===== src/hdl/integer_to_ascii_formatter_top_assert.svh =====
// Assertion macros shared by the formatter RTL.
`ifndef INTEGER_TO_ASCII_FORMATTER_TOP_ASSERT_SVH
`define INTEGER_TO_ASCII_FORMATTER_TOP_ASSERT_SVH

// Same-cycle implication, sampled on clk, off while rst_n is low.
`define ITOA_ASSERT_NOW(lbl, ante, cons, msg) \
  lbl: assert property (@(posedge clk) disable iff (!rst_n) (ante) |-> (cons)) else $error(msg);

// Next-cycle implication, sampled on clk, off while rst_n is low.
`define ITOA_ASSERT_NEXT(lbl, ante, cons, msg) \
  lbl: assert property (@(posedge clk) disable iff (!rst_n) (ante) |=> (cons)) else $error(msg);

`endif


===== src/hdl/itoa_pkg.sv =====
// Shared types, codes and character helpers for the integer formatter.
`default_nettype none

package itoa_pkg;

  localparam int VALUE_WIDTH_DEF = 64;
  localparam int COUNT_WIDTH_DEF = 32;

  // Mode codes on the op field
  localparam logic [2:0] OP_SDEC = 3'd0;
  localparam logic [2:0] OP_UDEC = 3'd1;
  localparam logic [2:0] OP_HEXL = 3'd2;
  localparam logic [2:0] OP_HEXU = 3'd3;
  localparam logic [2:0] OP_PTR  = 3'd4;

  localparam logic [7:0] CH_ZERO  = 8'h30;  // '0'
  localparam logic [7:0] CH_LA    = 8'h61;  // 'a'
  localparam logic [7:0] CH_UA    = 8'h41;  // 'A'
  localparam logic [7:0] CH_MINUS = 8'h2d;  // '-'
  localparam logic [7:0] CH_X     = 8'h78;  // 'x'

  typedef enum logic [1:0] {
    ST_IDLE,
    ST_CONV,
    ST_SKIP,
    ST_EMIT
  } itoa_state_t;

  // Commands from the sequencer to the digit shifter
  typedef struct packed {
    logic load;    // take a new magnitude
    logic hex;     // with load: nibbles go straight in
    logic dabble;  // one shift-and-add-3 step
    logic shift;   // drop the top digit
  } itoa_dig_ctl_t;

  function automatic logic [7:0] dig_char(input logic [3:0] d, input logic upper);
    logic [7:0] res;
    if (d < 4'd10) begin
      res = CH_ZERO + {4'd0, d};
    end else begin
      res = (upper ? CH_UA : CH_LA) + {4'd0, d - 4'd10};
    end
    return res;
  endfunction

endpackage

`default_nettype wire


===== src/hdl/itoa_digits.sv =====
// Digit shift register: bit-serial binary to BCD and nibble-wise digit shifting.
`default_nettype none

module itoa_digits #(
  parameter int VALUE_WIDTH = itoa_pkg::VALUE_WIDTH_DEF,
  parameter int NUM_DIGITS  = 20
) (
  input  wire logic                    clk,
  input  wire logic                    rst_n,
  input  wire itoa_pkg::itoa_dig_ctl_t ctl,
  input  wire logic [VALUE_WIDTH-1:0]  mag,
  output logic [3:0]                   top_dig
);

  localparam int HEX_DIGITS = (VALUE_WIDTH + 3) / 4;
  localparam int DW         = NUM_DIGITS * 4;

  logic [DW-1:0]          dig_r, dig_nxt;
  logic [VALUE_WIDTH-1:0] mag_r, mag_nxt;
  logic [DW-1:0]          adj;
  logic [HEX_DIGITS*4-1:0] hex_w;

  always_comb begin
    for (int i = 0; i < NUM_DIGITS; i++) begin
      adj[i*4 +: 4] = (dig_r[i*4 +: 4] >= 4'd5) ? dig_r[i*4 +: 4] + 4'd3 : dig_r[i*4 +: 4];
    end
  end

  assign hex_w = (HEX_DIGITS*4)'(mag);

  always_comb begin
    dig_nxt = dig_r;
    mag_nxt = mag_r;
    if (ctl.load) begin
      if (ctl.hex) begin
        // left-align the nibbles so the top digit is the most significant one
        dig_nxt = DW'(hex_w) << ((NUM_DIGITS - HEX_DIGITS) * 4);
      end else begin
        dig_nxt = '0;
        mag_nxt = mag;
      end
    end else if (ctl.dabble) begin
      dig_nxt = {adj[DW-2:0], mag_r[VALUE_WIDTH-1]};
      mag_nxt = mag_r << 1;
    end else if (ctl.shift) begin
      dig_nxt = dig_r << 4;
    end
  end

  always_ff @(posedge clk) begin
    dig_r <= dig_nxt;
    mag_r <= mag_nxt;
  end

  assign top_dig = dig_r[DW-1 -: 4];

  // rst_n only gates the checks below
  `include "integer_to_ascii_formatter_top_assert.svh"

  `ITOA_ASSERT_NOW(a_one_cmd, ctl.load || ctl.dabble || ctl.shift, $onehot({ctl.load, ctl.dabble, ctl.shift}), "digit shifter got more than one command")
  `ITOA_ASSERT_NEXT(a_load_dec_clear, ctl.load && !ctl.hex, dig_r == '0, "decimal load did not clear digits")
  `ITOA_ASSERT_NEXT(a_dabble_bcd, ctl.dabble, top_dig <= 4'd9, "BCD digit out of range")

endmodule

`default_nettype wire


===== src/hdl/integer_to_ascii_formatter_top.sv =====
// Top level of the integer to ASCII formatter: sequencer, prefix logic and output register.
//
//   channel | direction | handshake            | beat payload
//   --------+-----------+----------------------+----------------------------------------
//   in_     | input     | in_valid / in_stall  | in_op[2:0], in_value[63:0]
//   out_    | output    | out_valid / out_stall| out_char_out[7:0], out_last,
//           |           |                      | out_total_chars[31:0]
//
// Sequence: one item is worked at a time. Decimal modes load the value, run VALUE_WIDTH
//   shift-and-add-3 steps in the digit shifter, drop leading zeros, then send the characters
//   one by one, a minus sign first when negative. Hex modes load the nibbles directly and
//   go straight to dropping leading zeros; pointer mode does the same and sends "0x" first.
//   While out_stall is high, the sending of characters is held.
// Reset: rst_n is synchronous, active low; it clears the sequencer, the output valid
//   and the character count. Digit and payload registers are not reset.
// Stalls: out_stall holds the output register; the sequencer waits with it. in_stall
//   is high from acceptance until the last character has been loaded into the output
//   register, so the next beat can enter while that character still waits.
// Undefined op codes are accepted and dropped without output.
`default_nettype none

module integer_to_ascii_formatter_top #(
  parameter int VALUE_WIDTH = itoa_pkg::VALUE_WIDTH_DEF,
  parameter int COUNT_WIDTH = itoa_pkg::COUNT_WIDTH_DEF
) (
  input  wire logic        clk,
  input  wire logic        rst_n,
  input  wire logic        in_valid,
  output logic             in_stall,
  input  wire logic [2:0]  in_op,
  input  wire logic [63:0] in_value,
  output logic             out_valid,
  input  wire logic        out_stall,
  output logic [7:0]       out_char_out,
  output logic             out_last,
  output logic [31:0]      out_total_chars
);

  // decimal digits of 2^VALUE_WIDTH - 1: floor(W*log10(2)) + 1
  localparam int NUM_DIGITS = (VALUE_WIDTH * 30103) / 100000 + 1;
  localparam int HEX_DIGITS = (VALUE_WIDTH + 3) / 4;
  localparam int RW         = $clog2(NUM_DIGITS + 1);
  localparam int BW         = $clog2(VALUE_WIDTH);

  itoa_pkg::itoa_state_t   state_r, state_nxt;
  logic [BW-1:0]           bit_cnt_r, bit_cnt_nxt;
  logic [RW-1:0]           rem_r, rem_nxt;      // digits still in the shifter
  logic [1:0]              pfx_r, pfx_nxt;      // prefix characters still to send
  logic                    ptr_r, ptr_nxt;      // prefix is "0x", else "-"
  logic                    upper_r, upper_nxt;
  logic [COUNT_WIDTH-1:0]  cnt_r, cnt_nxt;

  logic                    out_valid_r, out_valid_nxt;
  logic [7:0]              out_char_r, out_char_nxt;
  logic                    out_last_r, out_last_nxt;
  logic [31:0]             out_total_r, out_total_nxt;

  itoa_pkg::itoa_dig_ctl_t dig_ctl;
  logic [VALUE_WIDTH-1:0]  val_in, mag_in;
  logic                    neg_in;
  logic [3:0]              top_dig;
  logic                    slot_free;
  logic                    load_char;
  logic [63:0]             cnt_ext;

  assign val_in    = in_value[VALUE_WIDTH-1:0];
  assign neg_in    = val_in[VALUE_WIDTH-1];
  // true magnitude; the most negative value comes out as 2^(W-1) unsigned
  assign mag_in    = (in_op == itoa_pkg::OP_SDEC && neg_in) ?
                     VALUE_WIDTH'(~val_in + VALUE_WIDTH'(1)) : val_in;
  assign slot_free = !out_valid_r || !out_stall;
  assign in_stall  = (state_r != itoa_pkg::ST_IDLE);

  always_comb begin
    state_nxt     = state_r;
    bit_cnt_nxt   = bit_cnt_r;
    rem_nxt       = rem_r;
    pfx_nxt       = pfx_r;
    ptr_nxt       = ptr_r;
    upper_nxt     = upper_r;
    dig_ctl       = '0;
    load_char     = 1'b0;
    out_char_nxt  = out_char_r;
    out_last_nxt  = out_last_r;

    case (state_r)
      itoa_pkg::ST_IDLE: begin
        if (in_valid) begin
          bit_cnt_nxt = '0;
          upper_nxt   = 1'b0;
          ptr_nxt     = 1'b0;
          pfx_nxt     = 2'd0;
          case (in_op)
            itoa_pkg::OP_SDEC: begin
              dig_ctl.load = 1'b1;
              pfx_nxt      = neg_in ? 2'd1 : 2'd0;
              rem_nxt      = RW'(NUM_DIGITS);
              state_nxt    = itoa_pkg::ST_CONV;
            end
            itoa_pkg::OP_UDEC: begin
              dig_ctl.load = 1'b1;
              rem_nxt      = RW'(NUM_DIGITS);
              state_nxt    = itoa_pkg::ST_CONV;
            end
            itoa_pkg::OP_HEXL, itoa_pkg::OP_HEXU: begin
              dig_ctl.load = 1'b1;
              dig_ctl.hex  = 1'b1;
              upper_nxt    = (in_op == itoa_pkg::OP_HEXU);
              rem_nxt      = RW'(HEX_DIGITS);
              state_nxt    = itoa_pkg::ST_SKIP;
            end
            itoa_pkg::OP_PTR: begin
              dig_ctl.load = 1'b1;
              dig_ctl.hex  = 1'b1;
              ptr_nxt      = 1'b1;
              pfx_nxt      = 2'd2;
              rem_nxt      = RW'(HEX_DIGITS);
              state_nxt    = itoa_pkg::ST_SKIP;
            end
            default: begin
              // drop the beat: no characters, count unchanged
            end
          endcase
        end
      end

      itoa_pkg::ST_CONV: begin
        dig_ctl.dabble = 1'b1;
        bit_cnt_nxt    = bit_cnt_r + 1'b1;
        if (bit_cnt_r == BW'(VALUE_WIDTH - 1)) begin
          state_nxt = itoa_pkg::ST_SKIP;
        end
      end

      itoa_pkg::ST_SKIP: begin
        // drop leading zeros, keep at least one digit
        if (top_dig == 4'd0 && rem_r > RW'(1)) begin
          dig_ctl.shift = 1'b1;
          rem_nxt       = rem_r - 1'b1;
        end else begin
          state_nxt = itoa_pkg::ST_EMIT;
        end
      end

      itoa_pkg::ST_EMIT: begin
        if (slot_free) begin
          load_char = 1'b1;
          if (pfx_r != 2'd0) begin
            pfx_nxt      = pfx_r - 1'b1;
            out_last_nxt = 1'b0;
            if (pfx_r == 2'd2) begin
              out_char_nxt = itoa_pkg::CH_ZERO;
            end else begin
              out_char_nxt = ptr_r ? itoa_pkg::CH_X : itoa_pkg::CH_MINUS;
            end
          end else begin
            out_char_nxt  = itoa_pkg::dig_char(top_dig, upper_r);
            out_last_nxt  = (rem_r == RW'(1));
            dig_ctl.shift = 1'b1;
            rem_nxt       = rem_r - 1'b1;
            if (rem_r == RW'(1)) begin
              state_nxt = itoa_pkg::ST_IDLE;
            end
          end
        end
      end

      default: begin
        state_nxt = itoa_pkg::ST_IDLE;
      end
    endcase
  end

  // Character count and output register
  assign cnt_nxt = load_char ? cnt_r + 1'b1 : cnt_r;
  assign cnt_ext = 64'(cnt_nxt);

  always_comb begin
    out_total_nxt = out_total_r;
    if (load_char) begin
      out_total_nxt = cnt_ext[31:0];
    end
    if (load_char) begin
      out_valid_nxt = 1'b1;
    end else if (!out_stall) begin
      out_valid_nxt = 1'b0;
    end else begin
      out_valid_nxt = out_valid_r;
    end
  end

  always_ff @(posedge clk) begin
    if (!rst_n) begin
      state_r     <= itoa_pkg::ST_IDLE;
      cnt_r       <= '0;
      out_valid_r <= 1'b0;
    end else begin
      state_r     <= state_nxt;
      cnt_r       <= cnt_nxt;
      out_valid_r <= out_valid_nxt;
    end
  end

  always_ff @(posedge clk) begin
    bit_cnt_r   <= bit_cnt_nxt;
    rem_r       <= rem_nxt;
    pfx_r       <= pfx_nxt;
    ptr_r       <= ptr_nxt;
    upper_r     <= upper_nxt;
    out_char_r  <= out_char_nxt;
    out_last_r  <= out_last_nxt;
    out_total_r <= out_total_nxt;
  end

  itoa_digits #(
    .VALUE_WIDTH (VALUE_WIDTH),
    .NUM_DIGITS  (NUM_DIGITS)
  ) u_digits (
    .clk     (clk),
    .rst_n   (rst_n),
    .ctl     (dig_ctl),
    .mag     (mag_in),
    .top_dig (top_dig)
  );

  assign out_valid       = out_valid_r;
  assign out_char_out    = out_char_r;
  assign out_last        = out_last_r;
  assign out_total_chars = out_total_r;

  `include "integer_to_ascii_formatter_top_assert.svh"

  `ITOA_ASSERT_NEXT(a_count_step, load_char, cnt_r == COUNT_WIDTH'($past(cnt_r) + 1'b1), "character count did not advance by one")
  `ITOA_ASSERT_NOW(a_rem_live, state_r == itoa_pkg::ST_SKIP || state_r == itoa_pkg::ST_EMIT, rem_r != '0, "no digit left while emitting")
  `ITOA_ASSERT_NOW(a_last_idle, load_char && out_last_nxt, state_nxt == itoa_pkg::ST_IDLE, "last character without return to idle")
  `ITOA_ASSERT_NOW(a_pfx_first, state_r == itoa_pkg::ST_CONV || state_r == itoa_pkg::ST_SKIP, pfx_r != 2'd3, "bad prefix count")

endmodule

`default_nettype wire

===== config.mk =====
export PLATFORM = sky130hd
export DESIGN_NAME = integer_to_ascii_formatter_top
export DESIGN_NICKNAME = d
export VERILOG_FILES = /design/src/hdl/itoa_pkg.sv /design/src/hdl/itoa_digits.sv /design/src/hdl/integer_to_ascii_formatter_top.sv
export VERILOG_INCLUDE_DIRS = /design/src /design/src/hdl
export SDC_FILE = /design/constraint.sdc
export NUM_CORES = 1
export LEC_CHECK = 0
export BUFFER_PORTS_ARGS = -buffer_cell sky130_fd_sc_hd__buf_2
export CAP_MARGIN = 20
export CORE_MARGIN = 2
export CORE_UTILIZATION = 61
export CTS_CLUSTER_DIAMETER = 200
export DETAILED_ROUTE_END_ITERATION = 16
export GPL_TIMING_DRIVEN = 0
export PLACE_DENSITY = 0.85
export SLEW_MARGIN = 20
export SYNTH_ARGS = -nofsm -noshare
export SYNTH_HDL_FRONTEND = slang
export SYNTH_SLANG_ARGS = --single-unit

===== constraint.sdc =====
create_clock -name clk -period 6.7 [get_ports clk]
set_clock_uncertainty 0.15 [all_clocks]
set_input_delay 0 -clock clk [delete_from_list [all_inputs] [get_ports clk]]
set_output_delay 0 -clock clk [all_outputs]
set_load 0.05 [all_outputs]

==> metrics.txt <==
status=completed; Cell Area, Synth=13830 um^2; first-pass GRT wire length=63.09 mm; Via density=6.420; P per Cell Area=416.7 nW/um^2; DRC=0; final hold violations=0; full die area=23900 um^2; Max VDD drop=0.0002853 V; post-CTS setup buffers=0; hold_buf cts=77; cells on worst reg2reg path=9; gr busiest metal=met2; Total Power=6.864 mW; dpl cells=1866; pre-CTS setup slack=2.867 ns; gr usage total=33.11%; number of warnings issued by yosys=0; Peak Freq=246.8 MHz; Layout Nets=1811; Worst Setup End Kind=flop; worst hold stages=3; Synth Register Bits=234; Async SR Flop Fraction=0%; Hold Path Sink=cnt_r[12]$_SDFF_PN0_; top cells by area, synth=edfxtp_1 43%, xnor2_1 6.0%, a21oi_1 5.6%; CP Cell Sequence=inv_1 -> ha_1 -> nand2_1 -> inv_1 -> nand2_1 -> clkbuf_1 -> buf_1 -> nand2_4 -> buf_16; Distinct cells, synth=62; max-slew violations=0; Min-Delay Path Class=in -> reg; detailed router's first-iteration violation count=1832; largest net degree at the start of global routing=47; fillers=1522; Die Wd=154.6 um; Layout Cells excl Fill=1988; CTS Buf Count=25; Clock Tree Root=clkbuf_16; layout cells sized above 1=10.28%; startpoint types=flop; critical hold path startpoint=rst_n; setup tns final=0 ns; DRT Wirelength=40.51 mm; Post-Syn Nets=1592; CTS tree=done; H-tree Lvls=1; WHS=0.1703 ns; largest stage delay on the critical path=0.57 ns; Max-cap violations=0; WS Path Type=reg -> reg; Starting Density=61.66%; largest area contributor in the netlist=edfxtp_1; clk_lat worst skew=0.55 ns; Antenna diodes=0; fraction of the yosys area taken by sequential cells=48.26%; largest fanout on the critical path=46; RSZ-0062 raised after global routing=no; met3 GRT Util=6.192%; routed wire length per instance=20.38 um; Final period util=60.48%; CTS Sinks=234; Syn Area/Cell=9.436 um^2; M1 GR Usage=40.91%; Core Region=22430 um^2; Worst R2R Start=state_r[0]$_SDFFE_PN0P_; IO Count=114; CTS max path bufs=3; number of global-route vias before repair=12360; endpoints failing setup=0; post-route ant nets=0; relative slew slack=17.29%; fin worst setup slack=2.648 ns; actual slew at the worst max-slew pin=1.229 ns; slowest stage cell on the critical path=buf_1; routability cong.=0.9373; area share of the largest cell type after synthesis=43.20%; r2r setup slk=2.65 ns; r2r endpoint=u_digits.dig_r[30]$_DFFE_PP_; initial antenna violation count=0; Area Overhead vs Synth=19.07%; Static Leak=6.203 nW; post-CTS sizing=0; fin crit period=4.052 ns; Overflow after GRT=0; DRT Pass-1 Iters=6; Std-Cell Rows=55; clock transition at the registers of the reported paths=0.06 ns; chip height=154.6 um; Post-synth EDFFs=199; M2 GR Usage=57.42%; Port-buffer cells=109; via count=12760; Mapped Cells=1466; WP data arrival=4.16 ns; top_reg_cell synth=edfxtp_1; Post-DP HPWL=26.57 mm; CP Data Required Time=6.81 ns
stage by stage:
step	utilization, %	instance area [um^2]
after global placement	65.68	14740
after global routing	73.42	16470
final	73.42	16470
after detailed placement	66.46	14910
after CTS	73.42	16470
after floorplan	-	13830
cell usage in the layout, fill, tap and decap left out, drive strengths merged, types with 3 or more instances in the layout:
cell and count:
a21oi 154, clkinv 11, o22ai 9, and2 40
xor2 26, nor2b 5, nor4 12, nor3 24
a31oi 41, nor2 107, and3 12, nand2 154
buf 130, o31ai 5, dfxtp 35, or4 3
a311oi 3, dlygate4sd3 77, mux2i 20, nand2b 23
o21ai 148, o32a 11, nand3 57, inv 78
nand4 10, edfxtp 199, and4 4, o211ai 3
xnor2 95, a41oi 5, or3 16, a21o 4
ha 55, o21a 10, nand3b 4, clkbuf 87
or2 4
critical path, delay by kind of cell, from the launching register on:
kind | cells | cell delay [ns]
simple gates | 3 | 1.16
flops | 1 | 0.45
buf+inv | 5 | 1.70
fa+ha+maj | 1 | 0.26
final cells by class:
cell class | instances | area (um^2) | share of cell area (%)
flip-flops and latches | 234 | 6676 | 40.53
multi-input cells | 1085 | 6634 | 40.28
plain buffers | 73 | 290.3 | 1.762
inverters | 74 | 277.8 | 1.686
repair buffers | 192 | 1446 | 8.782
well taps | 285 | 356.6 | 2.165
clock buffers | 29 | 671.9 | 4.079
clock inverters | 16 | 117.6 | 0.7141
cell usage after synthesis (all sizes together), types with 3 or more instances:
cell type,instances
a31oi,41
inv,73
o31ai,5
dfxtp,35
buf,15
and4,4
and2,40
xnor2,95
o22ai,9
edfxtp,199
o21a,10
ha,55
nand3,57
nor2,107
nand4,10
or3,16
o21ai,148
nor2b,5
a21oi,154
nor3,24
o211ai,3
mux2i,20
a311oi,3
clkbuf,58
o32a,11
nor4,12
a21o,4
nand2b,23
nand2,154
or4,3
or2,4
and3,12
nand3b,4
a41oi,5
xor2,26
power breakdown:
| part | internal (mW) | switching, mW |
|---|---|---|
| Sequential | 2.34 | 0.421 |
| Clock | 0.761 | 0.603 |
| Combinational | 1.02 | 1.72 |
| Total | 4.12 | 2.75 |
sequential cells by signal, indices dropped and copies added, names as in the netlist:
register,flops
bit_cnt_r,6
u_digits.dig_r,80
u_digits.mag_r,64
state_r,2
upper_r,1
out_total_chars,32
pfx_r,2
ptr_r,1
rem_r,5
out_char_out,7
cnt_r,32
out_last,1
out_valid,1
per-layer routing:
metal | routed length [um] | vias to the layer above
li1 | - | 5705
met1 | 14860 | 5917
met2 | 19390 | 931
met3 | 4278 | 209
met4 | 1973 | 0
met5 | 0 | -
worst max-delay path by stage:
stage | start | cells after the start | slack [ns] | endpoint
2_1_floorplan | state_r[0]$_SDFFE_PN0P_ | 6 | 1.12 | u_digits.dig_r[0]$_SDFFCE_PP0P_
3_3_place_gp | state_r[1]$_SDFFE_PN0P_ | 6 | -0.44 | u_digits.mag_r[25]$_DFFE_PP_
3_5_place_dp | state_r[0]$_SDFFE_PN0P_ | 9 | 2.87 | u_digits.dig_r[27]$_DFFE_PP_
4_1_cts | state_r[0]$_SDFFE_PN0P_ | 9 | 2.82 | u_digits.dig_r[47]$_DFFE_PP_
5_1_grt | state_r[0]$_SDFFE_PN0P_ | 9 | 2.55 | u_digits.dig_r[34]$_DFFE_PP_
6_report | state_r[0]$_SDFFE_PN0P_ | 9 | 2.65 | u_digits.dig_r[30]$_DFFE_PP_
kinds of logic (layout without fill, tap and decap cells):
family | count (synthesis) | count (layout) | synth area share, %
AOI/OAI and AO/OA | 408 | 408 | 16.86
xor gates and xnor gates | 121 | 121 | 7.661
adders and majority gates | 55 | 55 | 4.975
buffers and inverters | 147 | 384 | 4.106
DFF | 234 | 234 | 48.26
muxes | 21 | 21 | 1.529
other | 1 | 1 | 0.02711
and+or+nand+nor | 479 | 479 | 16.58
No activity file was read; power rests on OpenSTA's default activity.
